<file path="config.mk">
export PLATFORM = sky130hd
export DESIGN_NAME = gcpm_ctrl
export DESIGN_NICKNAME = d
export VERILOG_FILES = /design/src/design/gcpm_pkg.sv /design/src/design/gcpm_ctrl.sv
export SDC_FILE = /design/constraint.sdc
export NUM_CORES = 1
export LEC_CHECK = 0
export BUFFER_PORTS_ARGS = -buffer_cell sky130_fd_sc_hd__buf_2
export CAP_MARGIN = 5
export CORE_MARGIN = 2
export CORE_UTILIZATION = 52
export CTS_CLUSTER_SIZE = 8
export DETAILED_ROUTE_END_ITERATION = 16
export PLACE_DENSITY_LB_ADDON = 0.12
export SYNTH_ARGS = -nofsm -noshare
export SYNTH_HDL_FRONTEND = slang
export SYNTH_SLANG_ARGS = --single-unit
</file>
<file path="constraint.sdc">
create_clock -name clk -period 2.5 [get_ports clk]
set_input_delay 0.5 -clock clk [delete_from_list [all_inputs] [get_ports clk]]
set_output_delay 0.5 -clock clk [all_outputs]
set_load 0.02 [all_outputs]
</file>
<file path="src/design/gcpm_pkg.sv">
// Shared types, constants and field layout for the grid channel/pixel map.
`default_nettype none

package gcpm_pkg;

  // Default table dimensions handed to the top level.
  localparam int MAX_NODES_X_DEF = 64;
  localparam int MAX_NODES_Y_DEF = 64;

  // Field widths.
  localparam int OP_W      = 3;
  localparam int IDX_W     = 6;
  localparam int DATA_W    = 16;
  localparam int SIZE_W    = 16;
  localparam int NODE_W    = 7;
  localparam int CNT_W     = 13;
  localparam int CFG_W     = 16;
  localparam int CFG_IDX_W = 2;
  localparam int MEM_W     = 2 * DATA_W;

  // Quantizer: the product coord * nodes and a quotient that stays below nodes.
  localparam int PROD_W    = SIZE_W + NODE_W;
  localparam int QUO_W     = NODE_W;
  localparam int DIV_STEPS = QUO_W;
  localparam int STEP_W    = $clog2(DIV_STEPS);

  // Stream layout.
  localparam int IN_TDATA_W  = 80;
  localparam int OUT_TDATA_W = 64;

  localparam int IN_X_LSB  = 0;
  localparam int IN_Y_LSB  = 6;
  localparam int IN_CH_LSB = 12;
  localparam int IN_PX_LSB = 28;
  localparam int IN_CX_LSB = 44;
  localparam int IN_CY_LSB = 60;

  localparam int OUT_CH_LSB     = 0;
  localparam int OUT_PX_LSB     = 16;
  localparam int OUT_X_LSB      = 32;
  localparam int OUT_Y_LSB      = 38;
  localparam int OUT_FOUND_BIT  = 44;
  localparam int OUT_SET_BIT    = 45;
  localparam int OUT_CNT_LSB    = 46;
  localparam int OUT_STATUS_BIT = 59;

  // Operation codes.
  localparam logic [OP_W-1:0] OP_WRITE  = 3'd0;
  localparam logic [OP_W-1:0] OP_LOOKUP = 3'd1;
  localparam logic [OP_W-1:0] OP_SEARCH = 3'd2;
  localparam logic [OP_W-1:0] OP_COUNT  = 3'd3;
  localparam logic [OP_W-1:0] OP_CLEAR  = 3'd4;

  // Configuration register indexes.
  localparam logic [CFG_IDX_W-1:0] REG_NODES_X = 2'd0;
  localparam logic [CFG_IDX_W-1:0] REG_NODES_Y = 2'd1;
  localparam logic [CFG_IDX_W-1:0] REG_SIZE_X  = 2'd2;
  localparam logic [CFG_IDX_W-1:0] REG_SIZE_Y  = 2'd3;

  // Reset values and special codes.
  localparam logic [NODE_W-1:0] NODES_RESET = 7'd64;
  localparam logic [SIZE_W-1:0] SIZE_RESET  = 16'hFFFF;
  localparam logic [DATA_W-1:0] UNSET_CODE  = 16'hFFFF;
  localparam logic [CNT_W-1:0]  CNT_MAX     = 13'h1FFF;

  // Commands from the controller to the datapath.
  typedef struct packed {
    logic cap;
    logic wr_node;
    logic clr_run;
    logic div_load;
    logic div_step;
    logic q_store;
    logic axis;
    logic rd_lookup;
    logic scan_start;
    logic scan_run;
    logic out_load;
  } cmd_t;

  // Status from the datapath to the controller.
  typedef struct packed {
    logic [OP_W-1:0] op;
    logic            clr_last;
    logic            scan_done;
  } sts_t;

endpackage

`default_nettype wire

</file>
<file path="src/design/gcpm_ctrl.sv">
// Controller state machine that sequences each operation through the datapath.
`default_nettype none

module gcpm_ctrl (
  input  wire logic           clk,
  input  wire logic           rst_n,
  input  wire logic           in_tvalid,
  output logic                in_tready,
  output logic                out_tvalid,
  input  wire logic           out_tready,
  input  wire gcpm_pkg::sts_t sts,
  output gcpm_pkg::cmd_t      cmd
);

  typedef enum logic [3:0] {
    S_INIT,
    S_IDLE,
    S_DISPATCH,
    S_CLR,
    S_LOAD,
    S_DIV,
    S_QSTORE,
    S_LREAD,
    S_SCAN,
    S_DONE
  } state_t;

  state_t                        state_r, state_nxt;
  logic                          axis_r, axis_nxt;
  logic [gcpm_pkg::STEP_W-1:0]   step_r, step_nxt;
  logic                          out_valid_r, out_valid_nxt;

  // Next state and commands.
  always_comb begin
    state_nxt     = state_r;
    axis_nxt      = axis_r;
    step_nxt      = step_r;
    out_valid_nxt = out_valid_r;
    cmd           = '0;
    cmd.axis      = axis_r;

    unique case (state_r)
      S_INIT: begin
        // Clearing pass over the whole table after reset.
        cmd.clr_run = 1'b1;
        if (sts.clr_last) begin
          state_nxt = S_IDLE;
        end
      end
      S_IDLE: begin
        if (in_tvalid) begin
          cmd.cap   = 1'b1;
          state_nxt = S_DISPATCH;
        end
      end
      S_DISPATCH: begin
        case (sts.op) inside
          gcpm_pkg::OP_WRITE: begin
            cmd.wr_node = 1'b1;
            state_nxt   = S_DONE;
          end
          gcpm_pkg::OP_LOOKUP: begin
            axis_nxt  = 1'b0;
            state_nxt = S_LOAD;
          end
          gcpm_pkg::OP_SEARCH, gcpm_pkg::OP_COUNT: begin
            cmd.scan_start = 1'b1;
            state_nxt      = S_SCAN;
          end
          gcpm_pkg::OP_CLEAR: begin
            state_nxt = S_CLR;
          end
          default: begin
            state_nxt = S_DONE;
          end
        endcase
      end
      S_CLR: begin
        cmd.clr_run = 1'b1;
        if (sts.clr_last) begin
          state_nxt = S_DONE;
        end
      end
      S_LOAD: begin
        cmd.div_load = 1'b1;
        step_nxt     = '0;
        state_nxt    = S_DIV;
      end
      S_DIV: begin
        cmd.div_step = 1'b1;
        if (step_r == gcpm_pkg::STEP_W'(gcpm_pkg::DIV_STEPS - 1)) begin
          state_nxt = S_QSTORE;
        end else begin
          step_nxt = step_r + 1'b1;
        end
      end
      S_QSTORE: begin
        // Store the node index of this axis, then do the other one.
        cmd.q_store = 1'b1;
        if (!axis_r) begin
          axis_nxt  = 1'b1;
          state_nxt = S_LOAD;
        end else begin
          state_nxt = S_LREAD;
        end
      end
      S_LREAD: begin
        cmd.rd_lookup = 1'b1;
        state_nxt     = S_DONE;
      end
      S_SCAN: begin
        cmd.scan_run = 1'b1;
        if (sts.scan_done) begin
          state_nxt = S_DONE;
        end
      end
      S_DONE: begin
        // Hand the result to the output register once it is free.
        if (!out_valid_r || out_tready) begin
          cmd.out_load = 1'b1;
          state_nxt    = S_IDLE;
        end
      end
      default: begin
        state_nxt = S_IDLE;
      end
    endcase

    if (cmd.out_load) begin
      out_valid_nxt = 1'b1;
    end else if (out_tready) begin
      out_valid_nxt = 1'b0;
    end
  end

  // State and registered outputs.
  always_ff @(posedge clk) begin
    if (!rst_n) begin
      state_r     <= S_INIT;
      axis_r      <= 1'b0;
      step_r      <= '0;
      out_valid_r <= 1'b0;
    end else begin
      state_r     <= state_nxt;
      axis_r      <= axis_nxt;
      step_r      <= step_nxt;
      out_valid_r <= out_valid_nxt;
    end
  end

  assign in_tready  = (state_r == S_IDLE);
  assign out_tvalid = out_valid_r;

endmodule

`default_nettype wire

</file>
==> results of run 1 <==
==> final cells by class <==
class / count / area (um^2)
multi-input combinational: 60 / 416.7
fill: 108 / 387.9
sequential: 9 / 180.2
timing repair buffer: 21 / 105.1
clock buffer: 4 / 26.28
inverter: 6 / 22.52
tap: 14 / 17.52
==> registers in the layout, indices dropped and copies added (netlist names) <==
name        cells
axis_r          1
out_tvalid      1
state_r         4
step_r          3
==> where the power goes <==
group | switching, mW | internal (mW) | leakage [nW] | total, mW
Clock | 0.0540 | 0.0617 | 0.0150 | 0.116
Combinational | 0.155 | 0.126 | 0.261 | 0.281
Sequential | 0.0447 | 0.162 | 0.0729 | 0.206
Total | 0.253 | 0.350 | 0.349 | 0.603
==> layout by cell type, fill, tap and decap left out, types with 2 or more instances in the layout <==
cell,instances
a21oi_1,4
clkbuf_4,3
nor4_1,2
dfxtp_1,9
nor2b_1,2
nand2b_1,4
buf_2,21
nor3_1,5
ha_1,2
mux2i_1,4
inv_1,6
a31oi_1,2
nand2_1,5
nor2_1,8
==> per-layer routing <==
metal,global-route usage [%],vias to the layer above
li1,-,328
met1,27.00,310
met2,40.32,22
met3,8.333,2
met4,7.759,0
met5,0,-
==> cells by family after synthesis <==
group,after synthesis,share of synthesized area (%)
and+or+nand+nor,37,33.89
AOI/OAI and AO/OA,16,16.85
buffers and inverters,13,11.67
DFF,9,26.67
muxes,4,5.926
adders and majority gates,2,3.703
xor gates and xnor gates,1,1.297
==> worst reg2reg max path, delay by kind of cell (launching register included) <==
kind	cells	cell delay, ns
compound gates	1	0.25
flops	1	0.54
mux	1	0.19
simple gates	2	0.77
==> worst paths after layout <==
check             cells past startpoint  slack, ns    endpoint  startpoint
setup / recovery                      4       0.30      cmd[9]  state_r[2]
hold / removal                        2       0.52  state_r[2]       rst_n
setup reg to reg                      4       0.67  state_r[0]  state_r[0]
hold reg to reg                       2       0.53  out_tvalid  out_tvalid
==> results.ini, run 1 <==
[yosys]
yosysUniqueCellTypes = 36
synth_top_area_share_pct = 26.67
yosysTopAreaCell = dfxtp_1
synthFlopType = dfxtp_1
ys_seq_area_share_pct = 26.67
synth_most_common_cell = dfxtp_1
synth_area_per_cell_um2 = 8.240
synthTopCellsByArea = dfxtp_1, buf_4, mux2i_1
synth_seq_cells = 9
synth_edf_count = 0
async_reset_ff_share_pct = 0
synth_fp_nets = 93
synthesis.area_um2 = 675.6
syn_inst = 82
yosys_warnings = 0
synth_common_cells = dfxtp_1, nor2_1, buf_4, inv_1

[sta]
fmax_mhz = 453.7
hold_violations = 0
rsz0062_at_grt = no
setup_tns_ns = 0
setup_viol = 0
hold_slack_ns = 0.5153
worst_slack_ns = 0.2957
drv_slew = 0
slew_headroom_pct = 68.53
period_share_pct = 88.17
fin_crit_ns = 2.204
clock_skew_ns = 0.001506
worstMarginPinSlew_ns = 0.4689

[run_status]
status = complete, no violations

[placed_design]
placedCellCount = 110
numPortBuffers = 21
place_area_um2 = 742.0
dp_hpwl_mm = 1.124
routabilityCongestion = 0.8699
place_ws_ns = 0.5901

[job]
maxCapViolations = 0

[global_route]
grt_pass1_vias = 573
overflow = 0
grt_first_pass_wirelength_mm = 2.442
antenna_found_initial = 0
grt_start_max_net_pins = 13
globalRouteTotalUtil_pct = 23.62

[routing]
viasPerCell = 5.807
dr.pass1.iters = 4
route.detailed.drc = 0
route.vias.total = 662
top_layer_used = met4
wl_met2_um = 697
route.met3.wl_um = 112
drtIter0Drc = 12
drt-total-wl_mm = 1.484
routedLengthMet1_um = 662
ant_nets = 0
wire_per_inst_um = 13.02

[setup_path]
worstSetupPathType = reg -> out
crit_fanout = 7
critPathTopFamily = simple AND/OR/NAND/NOR gates
critPathBufInv = 1
path_cells = or2_1 -> or3_1 -> nor3_1 -> buf_2
cp-end-kind = output pin
max_stage_delay_ns = 0.41
cp-start-kind = register
cp_slowest_cell = or3_1
required_ns = 2.00
worstPathArrival_ns = 1.70

[die]
die-height_um = 40.05
ios = 22
die_w_um = 40.05
std_cell_rows = 12
core_area_um2 = 1156
dieArea_um2 = 1604
start_util_pct = 58.44

[finish]
area_delta_synth_final_pct = 13.70
stdcell_area_um2 = 768.2
instances_no_fill = 114
fin_util_pct = 66.45
nNetsFinal = 112
num_antenna_cells = 0
drive_gt1_share_pct = 30.00

[pwr]
p_per_area_nw_per_um2 = 784.9
p_total_mw = 0.6030
ir_drop_uv = 491.1
p_leak_nw = 0.3492

[worst_hold_path]
hold_path_class = in -> reg

[clock_tree]
cts_tree = yes
clkSinkCount = 9
ctsHoldBuffers = 0
post_cts_resized = 0
clk_pin_slew_worst_paths_ns = 0.06
worstSkewPairLatency_ns = 0.27
numCtsBuffers = 3
cts_buffer_depth = 2
cts_root_buf = clkbuf_4
htreeDepth = 1
post_cts_buffers = 0

No activity file was read; power rests on OpenSTA's default activity.
==> run 2, diff against run 1 <==
HOLD_SLACK_MARGIN = 0.1   (was default)
RECOVER_POWER = 100   (was default)
==> results.ini, run 2 (synthesized netlist as in run 1, its figures left out) <==
[global_route]
grt_start_max_net_pins = 13
overflow = 0
grt_pass1_vias = 573
grt_first_pass_wirelength_mm = 2.442
antenna_found_initial = 0
globalRouteTotalUtil_pct = 23.62

[sta]
period_share_pct = 91.23
drv_slew = 0
fmax_mhz = 438.5
clock_skew_ns = 0.002757
slew_headroom_pct = 68.17
worstMarginPinSlew_ns = 0.4742
setup_tns_ns = 0
hold_violations = 0
rsz0062_at_grt = no
worst_slack_ns = 0.2193
setup_viol = 0
fin_crit_ns = 2.281
hold_slack_ns = 0.5113

[clock_tree]
clk_pin_slew_worst_paths_ns = 0.06
ctsHoldBuffers = 0
cts_root_buf = clkbuf_4
cts_tree = yes
post_cts_resized = 0
numCtsBuffers = 3
cts_buffer_depth = 2
clkSinkCount = 9
worstSkewPairLatency_ns = 0.27
post_cts_buffers = 0
htreeDepth = 1

[job]
maxCapViolations = 0

[die]
dieArea_um2 = 1604
die_w_um = 40.05
die-height_um = 40.05
start_util_pct = 58.44
ios = 22
core_area_um2 = 1156
std_cell_rows = 12

[routing]
viasPerCell = 5.667
drt-total-wl_mm = 1.470
route.vias.total = 646
ant_nets = 0
wire_per_inst_um = 12.89
drtIter0Drc = 10
route.detailed.drc = 0
dr.pass1.iters = 4

[run_status]
status = complete, no violations

[pwr]
p_seq_share_pct = 35.2
switching_power_mw = 0.2532
p_leak_nw = 0.2989
clkPwrFrac_pct = 19.9
comb_power_share_pct = 44.9
p_per_area_nw_per_um2 = 782.1
ir_drop_uv = 460.9
internal_power_mw = 0.3310
swShare_pct = 43.34

[finish]
largest_register_ffs = 4
layout_common_cells = clkbuf_1, buf_2, dfxtp_1
fillCellCount = 118
drive_gt1_share_pct = 17.00
area_delta_synth_final_pct = 10.56
nNetsFinal = 112
num_antenna_cells = 0
top_register = state_r
mostFrequentLayoutCell = clkbuf_1
top_regs = state_r (4), step_r (3)

[setup_path]
critPathTopFamily = simple AND/OR/NAND/NOR gates
cp_slowest_cell = or3_1
worstPathArrival_ns = 1.78
path_cells = or2_0 -> or3_1 -> nor2_1 -> clkbuf_1
required_ns = 2.00
cp-end-kind = output pin
max_stage_delay_ns = 0.43
crit_fanout = 7
worstSetupPathType = reg -> out
critPathBufInv = 1
cp-start-kind = register

[placed_design]
routabilityCongestion = 0.8699
place_ws_ns = 0.5901
dp_hpwl_mm = 1.124
numPortBuffers = 21

[worst_hold_path]
hold_path_class = in -> reg

-- run 2: cell types whose count changed in the layout (fill, tap and decap cells not counted) --
cell / previous run / this run
or4_4: 1 / 0
o21ai_0: 1 / 2
or2_1: 1 / 0
or4_1: 0 / 1
clkbuf_1: 1 / 12
or2_0: 0 / 1
buf_2: 21 / 10
or4b_1: 0 / 1
o21ai_1: 1 / 0
or4b_4: 1 / 0
-- run 2: per-layer routing --
metal	part of all wire (%)	vias up	routed length (um)	global-route usage, %
met2	47	20	685	40.32
li1	-	325	-	-
met3	6.5	2	96	8.333
met5	0	-	0	0
met4	0.82	0	12	7.759
met1	46	299	676	27.00
-- run 2: path summary, 6_finish.rpt --
kind,startpoint,to,slack [ns],depth (start not counted)
max,state_r[2],cmd[2],0.22,4
min reg2reg,axis_r,axis_r,0.53,2
max reg2reg,state_r[0],state_r[0],0.62,4
min,rst_n,state_r[2],0.51,2
-- run 2: power by group through the flow --
| stage | logic, mW | clock network, mW | registers [mW] |
|---|---|---|---|
| after detailed placement | 0.279 | 0 | 0.208 |
| final | 0.262 | 0.116 | 0.205 |
| after floorplan | 0.266 | 0 | 0.176 |
| after global placement | 0.278 | 0 | 0.205 |
| after global routing | 0.285 | 0.126 | 0.211 |
| after CTS | 0.281 | 0.118 | 0.206 |
-- run 2: layout make-up --
type | instances | area [um^2] | share of cell area (%)
well taps | 14 | 17.52 | 2.345
flip-flops and latches | 9 | 180.2 | 24.12
clock buffers | 4 | 26.28 | 3.518
inverters | 6 | 22.52 | 3.015
multi-input cells | 60 | 409.1 | 54.77
repair buffers | 21 | 91.34 | 12.23
-- run 2: through the flow --
stage | area (um^2) | cells | total power [mW] | utilization [%]
2_1_floorplan | 675.6 | 82 | 0.4421 | -
3_3_place_gp | 742.0 | 110 | 0.4828 | 64.18
3_5_place_dp | 742.0 | 110 | 0.4871 | 64.18
4_1_cts | 768.2 | 114 | 0.6047 | 66.45
5_1_grt | 747.0 | 114 | 0.6223 | 64.61
6_report | 747.0 | 114 | 0.5842 | 64.61
==> run 3, diff against run 2 <==
CORE_AREA = 2 2 39 41   (was default)
CORE_MARGIN = default   (was 2)
CORE_UTILIZATION = default   (was 52)
CTS_BUF_LIST = sky130_fd_sc_hd__clkbuf_2 sky130_fd_sc_hd__clkbuf_4 sky130_fd_sc_hd__clkbuf_8   (was default)
DIE_AREA = 0 0 41 43   (was default)
MAX_ROUTING_LAYER = met4   (was default)
==> results.ini, run 3 (synthesized netlist as in run 1, its figures left out) <==
[finish]
area_delta_synth_final_pct = 11.48
largest_register_ffs = 4
stdcell_area_um2 = 753.2
layout_common_cells = clkbuf_1, buf_2, dfxtp_1
num_antenna_cells = 0
nNetsFinal = 112
mostFrequentLayoutCell = clkbuf_1
top_regs = state_r (4), step_r (3)
drive_gt1_share_pct = 18.00
top_register = state_r
fillCellCount = 153

[clock_tree]
post_cts_buffers = 0
cts_tree = yes
worstSkewPairLatency_ns = 0.26
cts_buffer_depth = 2
numCtsBuffers = 3
clkSinkCount = 9
post_cts_resized = 0
cts_root_buf = clkbuf_4
clk_pin_slew_worst_paths_ns = 0.06
htreeDepth = 1
ctsHoldBuffers = 0

[sta]
clock_skew_ns = 0.0006055
fmax_mhz = 442.4
worstMarginPinSlew_ns = 0.4633
setup_viol = 0
setup_tns_ns = 0
period_share_pct = 90.41
slew_headroom_pct = 68.91
hold_violations = 0
drv_slew = 0
fin_crit_ns = 2.260
rsz0062_at_grt = no

[placed_design]
dp_hpwl_mm = 1.080
routabilityCongestion = 0.8375
numPortBuffers = 21
place_area_um2 = 744.5

[pwr]
p_leak_nw = 0.3023
ir_drop_uv = 471.9
p_per_area_nw_per_um2 = 782.0

[setup_path]
cp-start-kind = register
cp-end-kind = output pin
worstPathArrival_ns = 1.76
required_ns = 2.00
worstSetupPathType = reg -> out
crit_fanout = 7

[global_route]
antenna_found_initial = 0
grt_first_pass_wirelength_mm = 2.346
grt_pass1_vias = 551
overflow = 0
grt_start_max_net_pins = 13
globalRouteTotalUtil_pct = 19.94

[worst_hold_path]
hold_path_class = reg -> reg

[routing]
route.detailed.drc = 0
drt-total-wl_mm = 1.405
dr.pass1.iters = 4
drtIter0Drc = 9
viasPerCell = 5.560
route.vias.total = 645
wire_per_inst_um = 12.11
ant_nets = 0

[job]
maxCapViolations = 0

[die]
std_cell_rows = 14
die_w_um = 41
core_area_um2 = 1384
die-height_um = 43
ios = 22
start_util_pct = 48.82
dieArea_um2 = 1763

[run_status]
status = complete, no violations

run 3: changes by cell type in the layout (fill, tap and decap cells not counted):
cell | before | now
clkbuf_1 | 12 | 11
clkbuf_4 | 3 | 4
run 3: path summary, 6_finish.rpt:
| path | startpoint | endpoint | slack [ns] | cells after the start |
|---|---|---|---|---|
| max | state_r[2] | cmd[2] | 0.24 | 4 |
| min | axis_r | axis_r | 0.52 | 2 |
| max reg2reg | state_r[0] | state_r[1] | 0.66 | 4 |
| min reg2reg | axis_r | axis_r | 0.52 | 2 |
run 3: per-layer routing:
metal	GRT usage [%]	part of all wire [%]	vias to the layer above
li1	-	-	325
met1	27.04	47	297
met5	-	0	-
met2	27.81	47	23
met4	2.000	0	0
met3	9.424	6.0	0
run 3: power by group:
part           switching, mW  leakage, nW  internal, mW
sequential            0.0444       0.0729         0.162
combinational          0.154        0.211         0.108
clock                 0.0491       0.0184        0.0722
run 3: metrics by stage:
step / utilization (%) / total power, mW / hold slack [ns] / std cells / setup slack [ns]
2_1_floorplan: - / 0.4421 / 0.4855 / 82 / 0.4712
3_3_place_gp: 53.80 / 0.4873 / 0.5089 / 112 / 0.5783
3_5_place_dp: 53.80 / 0.4889 / 0.5183 / 112 / 0.5877
4_1_cts: 55.97 / 0.6159 / 0.5054 / 116 / 0.2883
5_1_grt: 54.43 / 0.6345 / 0.5160 / 116 / 0.1348
6_report: 54.43 / 0.5890 / 0.5190 / 116 / 0.2397
run 3: layout make-up:
type                            instances  area [um^2]  area share, %
Multi-Input combinational cell         60        409.1          54.32
Sequential cell                         9        180.2          23.92
Tap cell                               16        20.02          2.658
Inverter                                6        22.52          2.990
Clock buffer                            4        30.03          3.987
Timing Repair Buffer                   21        91.34          12.13
run 3: worst max-delay path, stage by stage (launching register included):
cell      delay [ns]
dfxtp_1         0.37
or2_0           0.36
or3_1           0.43
nor2_1          0.11
clkbuf_1        0.24
